$ cat config.mk
export PLATFORM = sky130hd
export DESIGN_NAME = nnu_queue
export DESIGN_NICKNAME = d
export VERILOG_FILES = /design/src/design/nnu_pkg.sv /design/src/design/nnu_queue.sv
export SDC_FILE = /design/constraint.sdc
export NUM_CORES = 1
export LEC_CHECK = 0
export ABC_AREA = 1
export BUFFER_PORTS_ARGS = -buffer_cell sky130_fd_sc_hd__buf_2
export CORE_ASPECT_RATIO = 0.5
export CORE_MARGIN = 2
export CORE_UTILIZATION = 55
export DETAILED_ROUTE_END_ITERATION = 10
export HOLD_SLACK_MARGIN = 0.1
export PLACE_DENSITY = 0.77
export SLEW_MARGIN = 20
export SYNTH_ARGS = -nofsm -noshare
export SYNTH_HDL_FRONTEND = slang
export SYNTH_SLANG_ARGS = --single-unit
$ cat constraint.sdc
create_clock -name i_clk -period 4.1 [get_ports i_clk]
set_input_delay 0.205 -clock i_clk [delete_from_list [all_inputs] [get_ports i_clk]]
set_output_delay 0.205 -clock i_clk [all_outputs]
set_load 0.01 [all_outputs]
$ cat src/design/nnu_pkg.sv
// Shared types and constants of the nearest-neighbour upscaler.
// No dependencies; every other file of the block but nnu_ram imports this package.
`default_nettype none

package nnu_pkg;

    localparam int MAX_SCALE   = 16;
    localparam int LINE_PIXELS = 1024;
    localparam int Q_DEPTH     = 4;

    localparam int PIX_W   = 24;
    localparam int CFG_W   = 11;
    localparam int SCALE_W = $clog2(MAX_SCALE + 1);
    localparam int PASS_W  = $clog2(MAX_SCALE);
    localparam int ROW_W   = $clog2(LINE_PIXELS + 1);
    localparam int COL_W   = $clog2(LINE_PIXELS);
    localparam int QPTR_W  = $clog2(Q_DEPTH);
    localparam int QCNT_W  = $clog2(Q_DEPTH + 1);

    localparam logic CMD_PIXEL  = 1'b0;
    localparam logic CMD_REPLAY = 1'b1;

    typedef enum logic [1:0] {
        ST_OK              = 2'd0,
        ST_PIXEL_IN_REPLAY = 2'd1,
        ST_NOTHING_OWED    = 2'd2
    } t_status;

    typedef enum logic {
        CFG_SCALE      = 1'b0,
        CFG_ROW_PIXELS = 1'b1
    } t_cfg_index;

    typedef struct packed {
        logic [PIX_W-1:0]   pixel;
        logic [SCALE_W-1:0] copies;
        logic               end_row;
        logic [1:0]         pad;
        t_status            status;
    } t_entry;

    typedef struct packed {
        logic              empty;
        logic              full;
        logic [QCNT_W-1:0] count;
    } t_q_status;

endpackage

`default_nettype wire

$ cat src/design/nnu_queue.sv
// Short descriptor queue between the front end and the replicating back end.
// Depends on nnu_pkg; head entry is visible while the queue is not empty.
`default_nettype none

module nnu_queue import nnu_pkg::*; (
    input  wire logic i_clk,
    input  wire logic i_rst_n,
    input  wire logic i_push,
    input  wire t_entry i_push_entry,
    input  wire logic i_pop,
    output t_entry    o_head,
    output t_q_status o_status
);

    t_entry            r_mem [Q_DEPTH];
    logic [QPTR_W-1:0] r_wptr, r_rptr;
    logic [QCNT_W-1:0] r_count, n_count;

    always_comb begin
        n_count = r_count;
        if (i_push && !i_pop) begin
            n_count = QCNT_W'(r_count + QCNT_W'(1));
        end else if (!i_push && i_pop) begin
            n_count = QCNT_W'(r_count - QCNT_W'(1));
        end
    end

    always_ff @(posedge i_clk) begin
        if (!i_rst_n) begin
            r_wptr  <= '0;
            r_rptr  <= '0;
            r_count <= '0;
        end else begin
            r_count <= n_count;
            if (i_push) begin
                r_wptr <= (r_wptr == QPTR_W'(Q_DEPTH - 1)) ? '0 : QPTR_W'(r_wptr + QPTR_W'(1));
            end
            if (i_pop) begin
                r_rptr <= (r_rptr == QPTR_W'(Q_DEPTH - 1)) ? '0 : QPTR_W'(r_rptr + QPTR_W'(1));
            end
        end
        if (i_push) begin
            r_mem[r_wptr] <= i_push_entry;
        end
    end

    assign o_head         = r_mem[r_rptr];
    assign o_status.empty = (r_count == '0);
    assign o_status.full  = (r_count == QCNT_W'(Q_DEPTH));
    assign o_status.count = r_count;

endmodule

`default_nettype wire

After elaboration in Yosys (flattened, before gate mapping)
Memory sizes are Yosys's and may differ from the RTL's. A register that Yosys moved wholly into a read port is not among the register bits.
Index checks and enable logic that the tools add are counted.

word-level totals
  input port bits = 38
  memory bits (writable) = 136
  output and inout port bits = 39
  bits in read-only memories = 0
  memories kept = 1
  logic and storage cells = 25
  latch bits = 0
  flip-flop bits (word level) = 7

operators by class
  multipliers = 0
  equal/unequal tests = 3
  div/mod/pow operators = 0
  order comparisons = 0
  reductions and logical operators = 6
  shift-type cells = 0
  mux-type cells = 8
  bitwise operators = 0
  $add $sub $neg = 4

memory list
  name   words  bits a word  rd ports  clocked after memory_dff  write ports  RTL line         RTL
  r_mem  4      34           1         1                         1            nnu_queue.sv:15  t_entry r_mem [Q_DEPTH];

operators by type and width
  cell                                               number
  two-way mux 2 bit                                  4
  two-way mux 3 bit                                  2
  adder 2 x 1 -> 2 bit (second input constant)       2
  equality test 2 bit (second input constant)        2
  adder 3 x 1 -> 3 bit (second input constant)       1
  equality test 3 bit (second input constant)        1
  zero test 3 bit                                    1
  subtractor 3 x 1 -> 3 bit (second input constant)  1
  logical AND 1 bit                                  2
  zero test 1 bit                                    2
  two-way mux 1 bit                                  2
  nonzero test 2 bit                                 1

Depth between registers and ports, before layout
  depth in word-level cells = 4
  gate-level depth with buffers = 10
  mapped depth without buffers = 10

Worst setup path before layout
No wires, ideal clock.

  path type = register to register
  start point = register r_wptr[0]
  end point = memory r_mem[3][0] (netlist name), enable pin
  path slack = 2.450 ns
  stages on the path, launching flop included = 4
  data arrival time = 1.261 ns
  data required time = 3.711 ns
  buffers on the path = 0
  library setup time = 0.389 ns
  period minus slack after synthesis = 1.650 ns
  cells stage by stage = dfxtp_1 -> ha_1 -> nand2_1 -> inv_1

RTL lines
  element                 RTL line         RTL
  from (decl)             nnu_queue.sv:16  logic [QPTR_W-1:0] r_wptr, r_rptr;
  from (signal assigned)  nnu_queue.sv:36  r_wptr <= (r_wptr == QPTR_W'(Q_DEPTH - 1)) ? '0 : QPTR_W'(r_wptr + QPTR_W'(1));
  to (decl)               nnu_queue.sv:15

Straight into the memory's write port.

==> out/summary.txt <==
CP required - 3.89 ns
setup TNS - 0 ns
clock buffer depth - 2
core area - 10,100 um^2
Syn Std Cell Area - 5710 um^2
Largest delay share family, worst path - flip-flops
Clock Tree Root - clkbuf_16
# DRC - 0
clock buffer count from CTS - 17
die area - 11,300 um^2
CP endpoint kind - output pin
clock skew - 0.00610 ns
# clock sinks - 145
num ports - 77
CTS resizes - 0
Syn Inst Count - 388
vias in the first global route - 3,699
final cell count without fillers - 657
# placed instances - 589
# setup viols final - 0
DRT iter0 DRCs - 306
clock latency on the worst-skew pair - 0.41 ns
Worst Path Buf+Inv - 2
Final Cell Area - 7100 um^2
Max stage delay on crit path - 0.95 ns
outcome - complete, no violations
M1 GR Usage - 26.1%
Initial Util - 56.2%
H-tree levels - 4
hold_buf cts - 36
Final nets - 549
die width - 148 um
Worst Path Max Fanout - 68
GRT Max-Usage Layer - met2
Arrival @ worst endpoint - 2.53 ns
WL/cell - 18.0 um
worst-margin pin slew - 0.948 ns
met2 Resource Use GR - 37.2%
GRT Total Usage - 21.7%
# diodes - 0
first-pass GRT wire length - 18,400 um
Final period util - 66.8%
# rows - 26
clock slew at reported path FFs - 0.06 ns
largest net degree at the start of global routing - 69
CP cell instances - inv_6 -> o21ai_0 -> o22ai_2 -> buf_2
Worst Setup Start Kind - flop
total gr overflow - 0
DRT Pass-1 Iters - 7
max-cap viol count - 0
Final ANT Viol Nets - 0
met3 usage - 5.69%
Post-Syn Nets - 433
synthesized area per cell - 14.7 um^2
postcts setup bufs - 0
IO Port Bufs - 76
Unique masters post-synth - 24
Setup CP Type - reg2out
share of cells above drive strength 1 - 29.2%
leakage - 2.62 nW
Peak Freq - 365 MHz
register area share after synthesis - 74.7%
Die Y - 76.0 um
TritonCTS clock tree - built
Hold Path Class - in2reg
Worst IR Drop VDD - 0.368 mV
final hold vios - 0
Crit-path slowest cell - dfxtp_2
FF+latch count, synth - 145
Power Density - 514 nW/um^2
routed vias/inst - 5.45
Max-slew headroom - 36.8%
max-slew violations - 0
Area Growth Syn to Fin - 24.4%
GPL Wtd Cong - 0.718
antenna violations before repair - 0
HPWL after detailed placement - 6180 um
RSZ-0062 raised after global routing - false
WL final - 11,800 um
Placed Instance Area - 6140 um^2
via count - 3,583
crit path time final - 2.74 ns
Syn. warnings - 0
## worst register-to-register path: stages, from the launching register on
cell     delay (ns)
dfxtp_1        0.39
ha_1           0.19
nand2_1        0.06
inv_1          0.56
buf_4          0.44
## report_power, final
| part | total (mW) | switching [mW] | internal, mW |
|---|---|---|---|
| Sequential | 1.72 | 0.0334 | 1.69 |
| Clock | 1.56 | 0.558 | 1.00 |
| Combinational | 0.366 | 0.222 | 0.144 |
| Total | 3.65 | 0.814 | 2.84 |
## flip-flops by register name, indices dropped and copies added (netlist names), named ones only
register and count:
r_rptr 2, r_wptr 2, r_count 3, r_mem 136
## cells by family (layout without fill, tap and decap cells)
family,Yosys count,count (layout),synth area share (%)
flops,145,145,74.7
compound gates,108,108,12.4
simple gates,90,90,6.95
buf+inv,37,166,4.08
fa+ha+maj,7,7,1.67
xor+xnor,1,1,0.154
## metal layers
layer,part of all wire (%),up-vias
met3,7.3,24
li1,-,1667
met5,0,-
met1,40,1736
met2,50,156
met4,2.0,0
## path summary, 6_finish.rpt
check,start,endpoint,slack [ns],cells past startpoint
worst min-delay path,i_push,r_wptr[1]$_SDFFE_PN0P_,0.16,3
worst min register to register,r_wptr[1]$_SDFFE_PN0P_,r_wptr[1]$_SDFFE_PN0P_,0.52,2
worst max-delay path,flop,o_head[24],1.36,4
worst max register to register,r_wptr[0]$_SDFFE_PN0P_,r_mem[3][8]$_DFFE_PP_,2.13,4
## final cells by class
cell class	instances	area, um^2
Sequential cell	145	4270
Fill cell	663	3050
Multi-Input combinational cell	206	1210
Timing Repair Buffer	118	786
Clock buffer	18	429
Tap cell	140	175
Clock inverter	14	170
Inverter	16	65.1
## per-stage QoR
step | hold WS [ns] | util (%) | power [mW] | setup slack, ns
2_1_floorplan | 0.304 | - | 1.96 | 2.45
3_3_place_gp | 0.418 | 60.5 | 2.07 | 1.98
3_5_place_dp | 0.420 | 60.5 | 2.09 | 1.88
4_1_cts | 0.148 | 69.9 | 3.66 | 1.33
5_1_grt | 0.209 | 69.9 | 3.76 | 1.23
6_report | 0.159 | 69.9 | 3.65 | 1.36
## layout by cell type (no fill, tap or decap), types with 3 or more instances in the layout
master	instances
clkinv_1	5
o21ai_0	66
buf_4	6
o21ai_1	5
nand2_1	8
inv_1	14
buf_2	76
a21oi_1	3
dfxtp_1	8
ha_1	6
nor2_2	20
bufinv_16	4
nor3_1	4
edfxtp_1	136
nor2_1	56
o22ai_2	20
dlygate4sd3_1	36
clkbuf_16	17
clkinv_2	3
o22ai_1	14
## Yosys cell counts
library cell | count | area, um^2
edfxtp_1 | 136 | 4080
nand3_1 | 1 | 5.00
nand4_1 | 1 | 6.26
inv_2 | 1 | 3.75
inv_1 | 14 | 52.6
buf_4 | 2 | 15.0
o22ai_2 | 20 | 250
o22ai_1 | 14 | 87.6
clkbuf_2 | 2 | 10.0
a21oi_1 | 3 | 15.0
inv_6 | 1 | 8.76
xor2_1 | 1 | 8.76
dfxtp_1 | 9 | 180
buf_12 | 3 | 60.1
o21ai_1 | 5 | 25.0
buf_2 | 12 | 60.1
ha_1 | 6 | 75.1
fa_1 | 1 | 20.0
nand2_1 | 8 | 30.0
buf_6 | 2 | 22.5
nor2_1 | 56 | 210
nor3_1 | 4 | 20.0
o21ai_0 | 66 | 330
nor2_2 | 20 | 125
No activity file was read; power rests on OpenSTA's default activity.
