**src/design/nnu_pkg.sv**
```systemverilog
// Shared types and constants of the nearest-neighbour upscaler.
// No dependencies; every other file of the block but nnu_ram imports this package.
`default_nettype none

package nnu_pkg;

    localparam int MAX_SCALE   = 16;
    localparam int LINE_PIXELS = 1024;
    localparam int Q_DEPTH     = 4;

    localparam int PIX_W   = 24;
    localparam int CFG_W   = 11;
    localparam int SCALE_W = $clog2(MAX_SCALE + 1);
    localparam int PASS_W  = $clog2(MAX_SCALE);
    localparam int ROW_W   = $clog2(LINE_PIXELS + 1);
    localparam int COL_W   = $clog2(LINE_PIXELS);
    localparam int QPTR_W  = $clog2(Q_DEPTH);
    localparam int QCNT_W  = $clog2(Q_DEPTH + 1);

    localparam logic CMD_PIXEL  = 1'b0;
    localparam logic CMD_REPLAY = 1'b1;

    typedef enum logic [1:0] {
        ST_OK              = 2'd0,
        ST_PIXEL_IN_REPLAY = 2'd1,
        ST_NOTHING_OWED    = 2'd2
    } t_status;

    typedef enum logic {
        CFG_SCALE      = 1'b0,
        CFG_ROW_PIXELS = 1'b1
    } t_cfg_index;

    typedef struct packed {
        logic [PIX_W-1:0]   pixel;
        logic [SCALE_W-1:0] copies;
        logic               end_row;
        logic [1:0]         pad;
        t_status            status;
    } t_entry;

    typedef struct packed {
        logic              empty;
        logic              full;
        logic [QCNT_W-1:0] count;
    } t_q_status;

endpackage

`default_nettype wire

```
**src/design/nnu_back.sv**
```systemverilog
// Back end: replicates each queued pixel into scale output beats.
// Depends on nnu_pkg; drives the registered output channel.
`default_nettype none

module nnu_back import nnu_pkg::*; (
    input  wire logic   i_clk,
    input  wire logic   i_rst_n,
    input  wire t_entry i_head,
    input  wire logic   i_empty,
    output logic        o_pop,
    input  wire logic   i_stall,
    output logic        o_valid,
    output logic [7:0]  o_out_blue,
    output logic [7:0]  o_out_green,
    output logic [7:0]  o_out_red,
    output logic [1:0]  o_pad_after,
    output logic        o_row_done,
    output logic [1:0]  o_status,
    output logic        o_last
);

    logic [SCALE_W-1:0] r_copy;
    logic               load;
    logic               fin;

    assign load  = !i_empty && (!o_valid || !i_stall);
    assign fin   = (SCALE_W'(r_copy + SCALE_W'(1)) >= i_head.copies);
    assign o_pop = load && fin;

    always_ff @(posedge i_clk) begin
        if (!i_rst_n) begin
            o_valid <= 1'b0;
            r_copy  <= '0;
        end else begin
            if (load) begin
                o_valid <= 1'b1;
                r_copy  <= fin ? '0 : SCALE_W'(r_copy + SCALE_W'(1));
            end else if (!i_stall) begin
                o_valid <= 1'b0;
            end
        end
        if (load) begin
            o_out_blue  <= i_head.pixel[7:0];
            o_out_green <= i_head.pixel[15:8];
            o_out_red   <= i_head.pixel[23:16];
            o_pad_after <= (fin && i_head.end_row) ? i_head.pad : 2'd0;
            o_row_done  <= fin && i_head.end_row;
            o_status    <= i_head.status;
            o_last      <= fin;
        end
    end

endmodule

`default_nettype wire

```
**config.mk**
```make
export PLATFORM = sky130hd
export DESIGN_NAME = nnu_back
export DESIGN_NICKNAME = d
export VERILOG_FILES = /design/src/design/nnu_pkg.sv /design/src/design/nnu_back.sv
export SDC_FILE = /design/constraint.sdc
export NUM_CORES = 1
export LEC_CHECK = 0
export BUFFER_PORTS_ARGS = -buffer_cell sky130_fd_sc_hd__buf_2
export CAP_MARGIN = 30
export CELL_PAD_IN_SITES_DETAIL_PLACEMENT = 0
export CELL_PAD_IN_SITES_GLOBAL_PLACEMENT = 1
export CORE_MARGIN = 2
export CORE_UTILIZATION = 34
export DETAILED_ROUTE_END_ITERATION = 7
export PLACE_DENSITY_LB_ADDON = 0.1
export SKIP_CTS_REPAIR_TIMING = 1
export SYNTH_ARGS = -nofsm -noshare
export SYNTH_HDL_FRONTEND = slang
export SYNTH_SLANG_ARGS = --single-unit
```
**constraint.sdc**
```tcl
create_clock -name i_clk -period 2.3 [get_ports i_clk]
set_clock_uncertainty 0.15 [all_clocks]
set_input_delay 0.115 -clock i_clk [delete_from_list [all_inputs] [get_ports i_clk]]
set_output_delay 0.115 -clock i_clk [all_outputs]
set_load 0.005 [all_outputs]
```
==> Word level (Yosys, flattened, before mapping) <==
Cells that the tools add are included.
W data, S select, Z words.
{ "word_totals": {"regBits": 36, "in_bits": 38, "output_inout_bits": 32, "word_cells": 22} }
{ "classes": {"addsub": 1, "order_cmp": 1, "n_eq_ne": 1, "mux": 3, "n_reduce_logical": 7} }
{ "op_table": {"columns": ["cell", "n"], "rows": [
  ["$add A5 B1 Y5 const B", 1],
  ["$ge A5 B5 Y1", 1],
  ["$mux W5", 1],
  ["$logic_and A1 B1 Y1", 3],
  ["$logic_not A1 Y1", 3],
  ["$mux W1", 2],
  ["$ne A2 B1 Y1 const B", 1],
  ["$logic_or A1 B1 Y1", 1]
]} }

==> Logic depth before layout (Yosys ltp) <==
{ "depth": {"word_depth": 4, "mapped_depth": 7, "mapped_depth_nobuf": 7} }

==> Least setup slack after synthesis <==
Ideal clock, no wire load.
{ "synth_timing": {"kind": "register to register", "start": "register r_copy[0]", "end": "register o_pad_after[0] (data pin)", "setup_time_ns": 0.255, "t_arrival_ns": 1.657, "required_ns": 1.895, "slack_ns": 0.237, "stages_incl_launch_ff": 8, "n_path_buf": 0, "period_less_slack_ns": 2.063, "path_cell_list": "dfxtp_1 > ha_1 > xor2_1 > ha_1 > a21o_1 > a31oi_2 > o21ai_2 > and3_1"} }
{ "synth_via": {"elab_chain_cells": 3} }
{ "synth_rtl": {"columns": ["element", "line", "rtl"], "rows": [
  ["start, declared", "nnu_back.sv:22", "logic [SCALE_W-1:0] r_copy;"],
  ["start signal, assigned", "nnu_back.sv:37", "r_copy <= fin ? '0 : SCALE_W'(r_copy + SCALE_W'(1));"],
  ["$add A5 B1 Y5", "nnu_back.sv:27", "assign fin = (SCALE_W'(r_copy + SCALE_W'(1)) >= i_head.copies);"],
  ["$ge A5 B5 Y1", "nnu_back.sv:27", null],
  ["via fin", "nnu_back.sv:24", "logic fin;"],
  ["$logic_and A1 B1 Y1", "nnu_back.sv:46", "o_pad_after <= (fin && i_head.end_row) ? i_head.pad : 2'd0;"],
  ["end signal, assigned", "nnu_back.sv:46", null],
  ["end, declared", "nnu_back.sv:16", "output logic [1:0] o_pad_after,"]
]} }
The timed path passes the listed nets, and every way through them passes these cells.
A chain may end at the register's enable or synchronous reset.

==> Worst setup path after layout <==
{ "layout_timing": {"start": "register r_copy[0]", "end": "output o_pop"} }
{ "layout_via": {"elab_chain_cells": 3} }
{ "layout_rtl": {"columns": ["element", "line", "rtl"], "rows": [
  ["$add A5 B1 Y5", "nnu_back.sv:27", null],
  ["$ge A5 B5 Y1", "nnu_back.sv:27", null],
  ["via fin", "nnu_back.sv:24", null],
  ["$logic_and A1 B1 Y1", "nnu_back.sv:28", "assign o_pop = load && fin;"],
  ["end, declared", "nnu_back.sv:10", "output logic o_pop,"]
]} }
The timed path passes the listed nets, and every way through them passes these cells.

==> flow_metrics.env <==
export IMPL_path_clk_slew_ps=70
export IMPL_synth_seq_area_share=0.758
export IMPL_area_delta_synth_final_pct=61.8
export IMPL_period_share=1.00
export IMPL_worstHoldStart="i_head[4]"
export IMPL_cts_inserted_buffers=5
export IMPL_worst_setup_path_start_kind="register"
export IMPL_final_cell_mix="buf_2, edfxtp_1, dlygate4sd3_1"
export IMPL_initial_core_util=0.360
export IMPL_wl_um=2850
export IMPL_final_nets=229
export IMPL_gr_total_overflow=0
export IMPL_final_hold_viol_count=3
export IMPL_syn_num_nets=124
export IMPL_die_area_mm2=0.00448
export IMPL_grt_max_degree=37
export IMPL_firstDrtPassIters=3
export IMPL_finalCriticalPeriod_ps=2300
export IMPL_root_buffer="clkbuf_8"
export IMPL_cts_path_max_buffers=2
export IMPL_fmax_ghz=0.434
export IMPL_whs_path_depth=2
export IMPL_violations="negative hold slack, negative setup slack"
export IMPL_reg2reg_to="o_pad_after[1]"
export IMPL_ff2ff_setup_slack_ps=110
export IMPL_tns_ps=-1.98
export IMPL_synth_distinct_cells=23
export IMPL_grt_pass1_vias=896
export IMPL_worstMarginPinSlew_ps=314
export IMPL_gp_congestion=0.641
export IMPL_synth_area_top_cells="edfxtp_1, dfxtp_1, ha_1, xnor2_1, xor2_1"
export IMPL_antenna_found_initial=0
export IMPL_ys_warnings_count=0
export IMPL_synth_top_area_share=0.669
export IMPL_core_rowCount=22
export IMPL_crit_required_ps=2040
export IMPL_status="finished, violations left"
export IMPL_die_h_um=67.0
export IMPL_cap_violations=0
export IMPL_routedWlPerCell_um=12.2
export IMPL_ys_ff_latch=36
export IMPL_ioPinCount=70
export IMPL_n_antenna_cell=0
export IMPL_synthCells=80
export IMPL_leakage_nw=0.960
export IMPL_vdd_ir_drop_max_mv=0.364
export IMPL_slew_limit_headroom=0.790
export IMPL_worstHoldPathType="in2reg"
export IMPL_final_common_cell="buf_2"
export IMPL_drt_iter0_drc=36
export IMPL_htreeDepth=2
export IMPL_post_place_ws_ps=99.6
export IMPL_critPathKind="reg2out"
export IMPL_die_w_um=67.0
export IMPL_synthesis_area_mm2=0.00135
export IMPL_rsz0062_at_grt="yes"
export IMPL_coreArea_mm2=0.00374
export IMPL_critPathCaptureType="output port"
export IMPL_finalMaxSlewViolations=0
export IMPL_drc_errors=0
export IMPL_grt_pass1_wl_um=3700
export IMPL_power_per_cell_area_mw_per_mm2=640
export IMPL_final_cells=234
export IMPL_dpl_hpwl_um=1890
export IMPL_place_inst=197
export IMPL_cts_tree="built"
export IMPL_reg2reg_depth=8
export IMPL_p_total_mw=1.40
export IMPL_cts_sinks=36
export IMPL_drive_above_1_share=0.473
export IMPL_hold_end="o_row_done"
export IMPL_cp_data_arrival_time_ps=2040
export IMPL_r2r_start="r_copy[0]"
export IMPL_grt_usage=0.119
export IMPL_fillCellCount=337
export IMPL_vias=999
export IMPL_stdcell_area_mm2=0.00218
export IMPL_holdWs_ps=-10.0
export IMPL_dpl_cell_area_mm2=0.00175
export IMPL_setup_ws_ps=-1.98
export IMPL_crit_path_max_fanout=4
export IMPL_clock_latency_ps=280
export IMPL_synth_largest_area_cell="edfxtp_1"
export IMPL_drtAntennaViolNets=0
export IMPL_syn_area_per_cell_um2=16.8
export IMPL_vias_per_cell=4.27
export IMPL_setup_viol=1
export IMPL_io_buffers=69
==> per-layer routing <==
layer,share of wire,GRT usage
met1,0.35,0.113
met2,0.55,0.206
met3,0.077,0.0524
met4,0.021,0.0765
met5,0,0
==> layout make-up <==
class,count,area (um2),area share
sequential,36,1030,0.470
clock buffer,7,86.3,0.0396
multi-input combinational,39,338,0.155
timing repair buffer,98,639,0.293
inverter,5,23.8,0.0109
tap,48,60.1,0.0275
clock inverter,1,7.51,0.00344
==> Yosys cell counts <==
master / instances
nor2_1: 6
mux2i_1: 1
dfxtp_1: 6
a21boi_0: 1
inv_1: 4
a21o_2: 1
and2_1: 2
o221ai_2: 1
clkinv_4: 1
and3_1: 2
a31oi_2: 1
nand3_1: 2
edfxtp_1: 30
a21o_1: 1
nand4_1: 1
nand2b_1: 1
a21oi_1: 1
xor2_1: 3
o21ai_2: 1
ha_1: 6
xnor2_1: 4
nand2_1: 3
nand3_2: 1
==> critical path: stages, from the launching register on <==
cell and delay (ps):
dfxtp_4 370, ha_4 170, xor2_1 140, ha_1 340
a21o_1 200, a31oi_4 200, o21ai_4 80, and2_4 160
buf_6 100
==> through the flow <==
step / util / hold slack (ps)
CTS: 0.493 / -157
finish: 0.583 / -10.0
detailed placement: 0.468 / 143
floorplan: - / 63.9
global route: 0.583 / -2.47
global placement: 0.468 / 143
==> kinds of logic (layout without fill, tap and decap cells) <==
logic type,after synthesis,after routing,share of synthesized area
flip-flops,36,36,0.758
adder cells (fa/ha/maj),6,6,0.0557
AND/OR/NAND/NOR,18,18,0.0678
XOR/XNOR,7,7,0.0455
AO/OA/AOI/OAI,7,7,0.0483
multiplexers,1,1,0.00743
buffers and inverters,5,111,0.0176
==> sequential cells by signal (all words and copies together) (netlist names) <==
name	count
o_out_blue	8
o_out_red	8
o_pad_after	2
o_status	2
o_out_green	8
r_copy	5
o_row_done	1
o_last	1
o_valid	1
==> worst max path at each step <==
stage	depth (start not counted)	slack, ps	end	start
floorplan	7	240	o_pad_after[0]	r_copy[0]
global placement	7	160	o_pad_after[0]	r_copy[0]
detailed placement	7	100	o_pad_after[1]	r_copy[0]
CTS	8	-170	o_pop	r_copy[0]
global route	8	-90	o_pop	r_copy[0]
finish	8	-2	o_pop	r_copy[0]
==> power by group <==
group	internal, mW	switching (mW)	total, mW
clock network	0.243	0.209	0.452
logic	0.104	0.0762	0.181
registers	0.750	0.0134	0.763
total	1.10	0.299	1.40
Note: power is estimated with default switching activity, not from simulation.
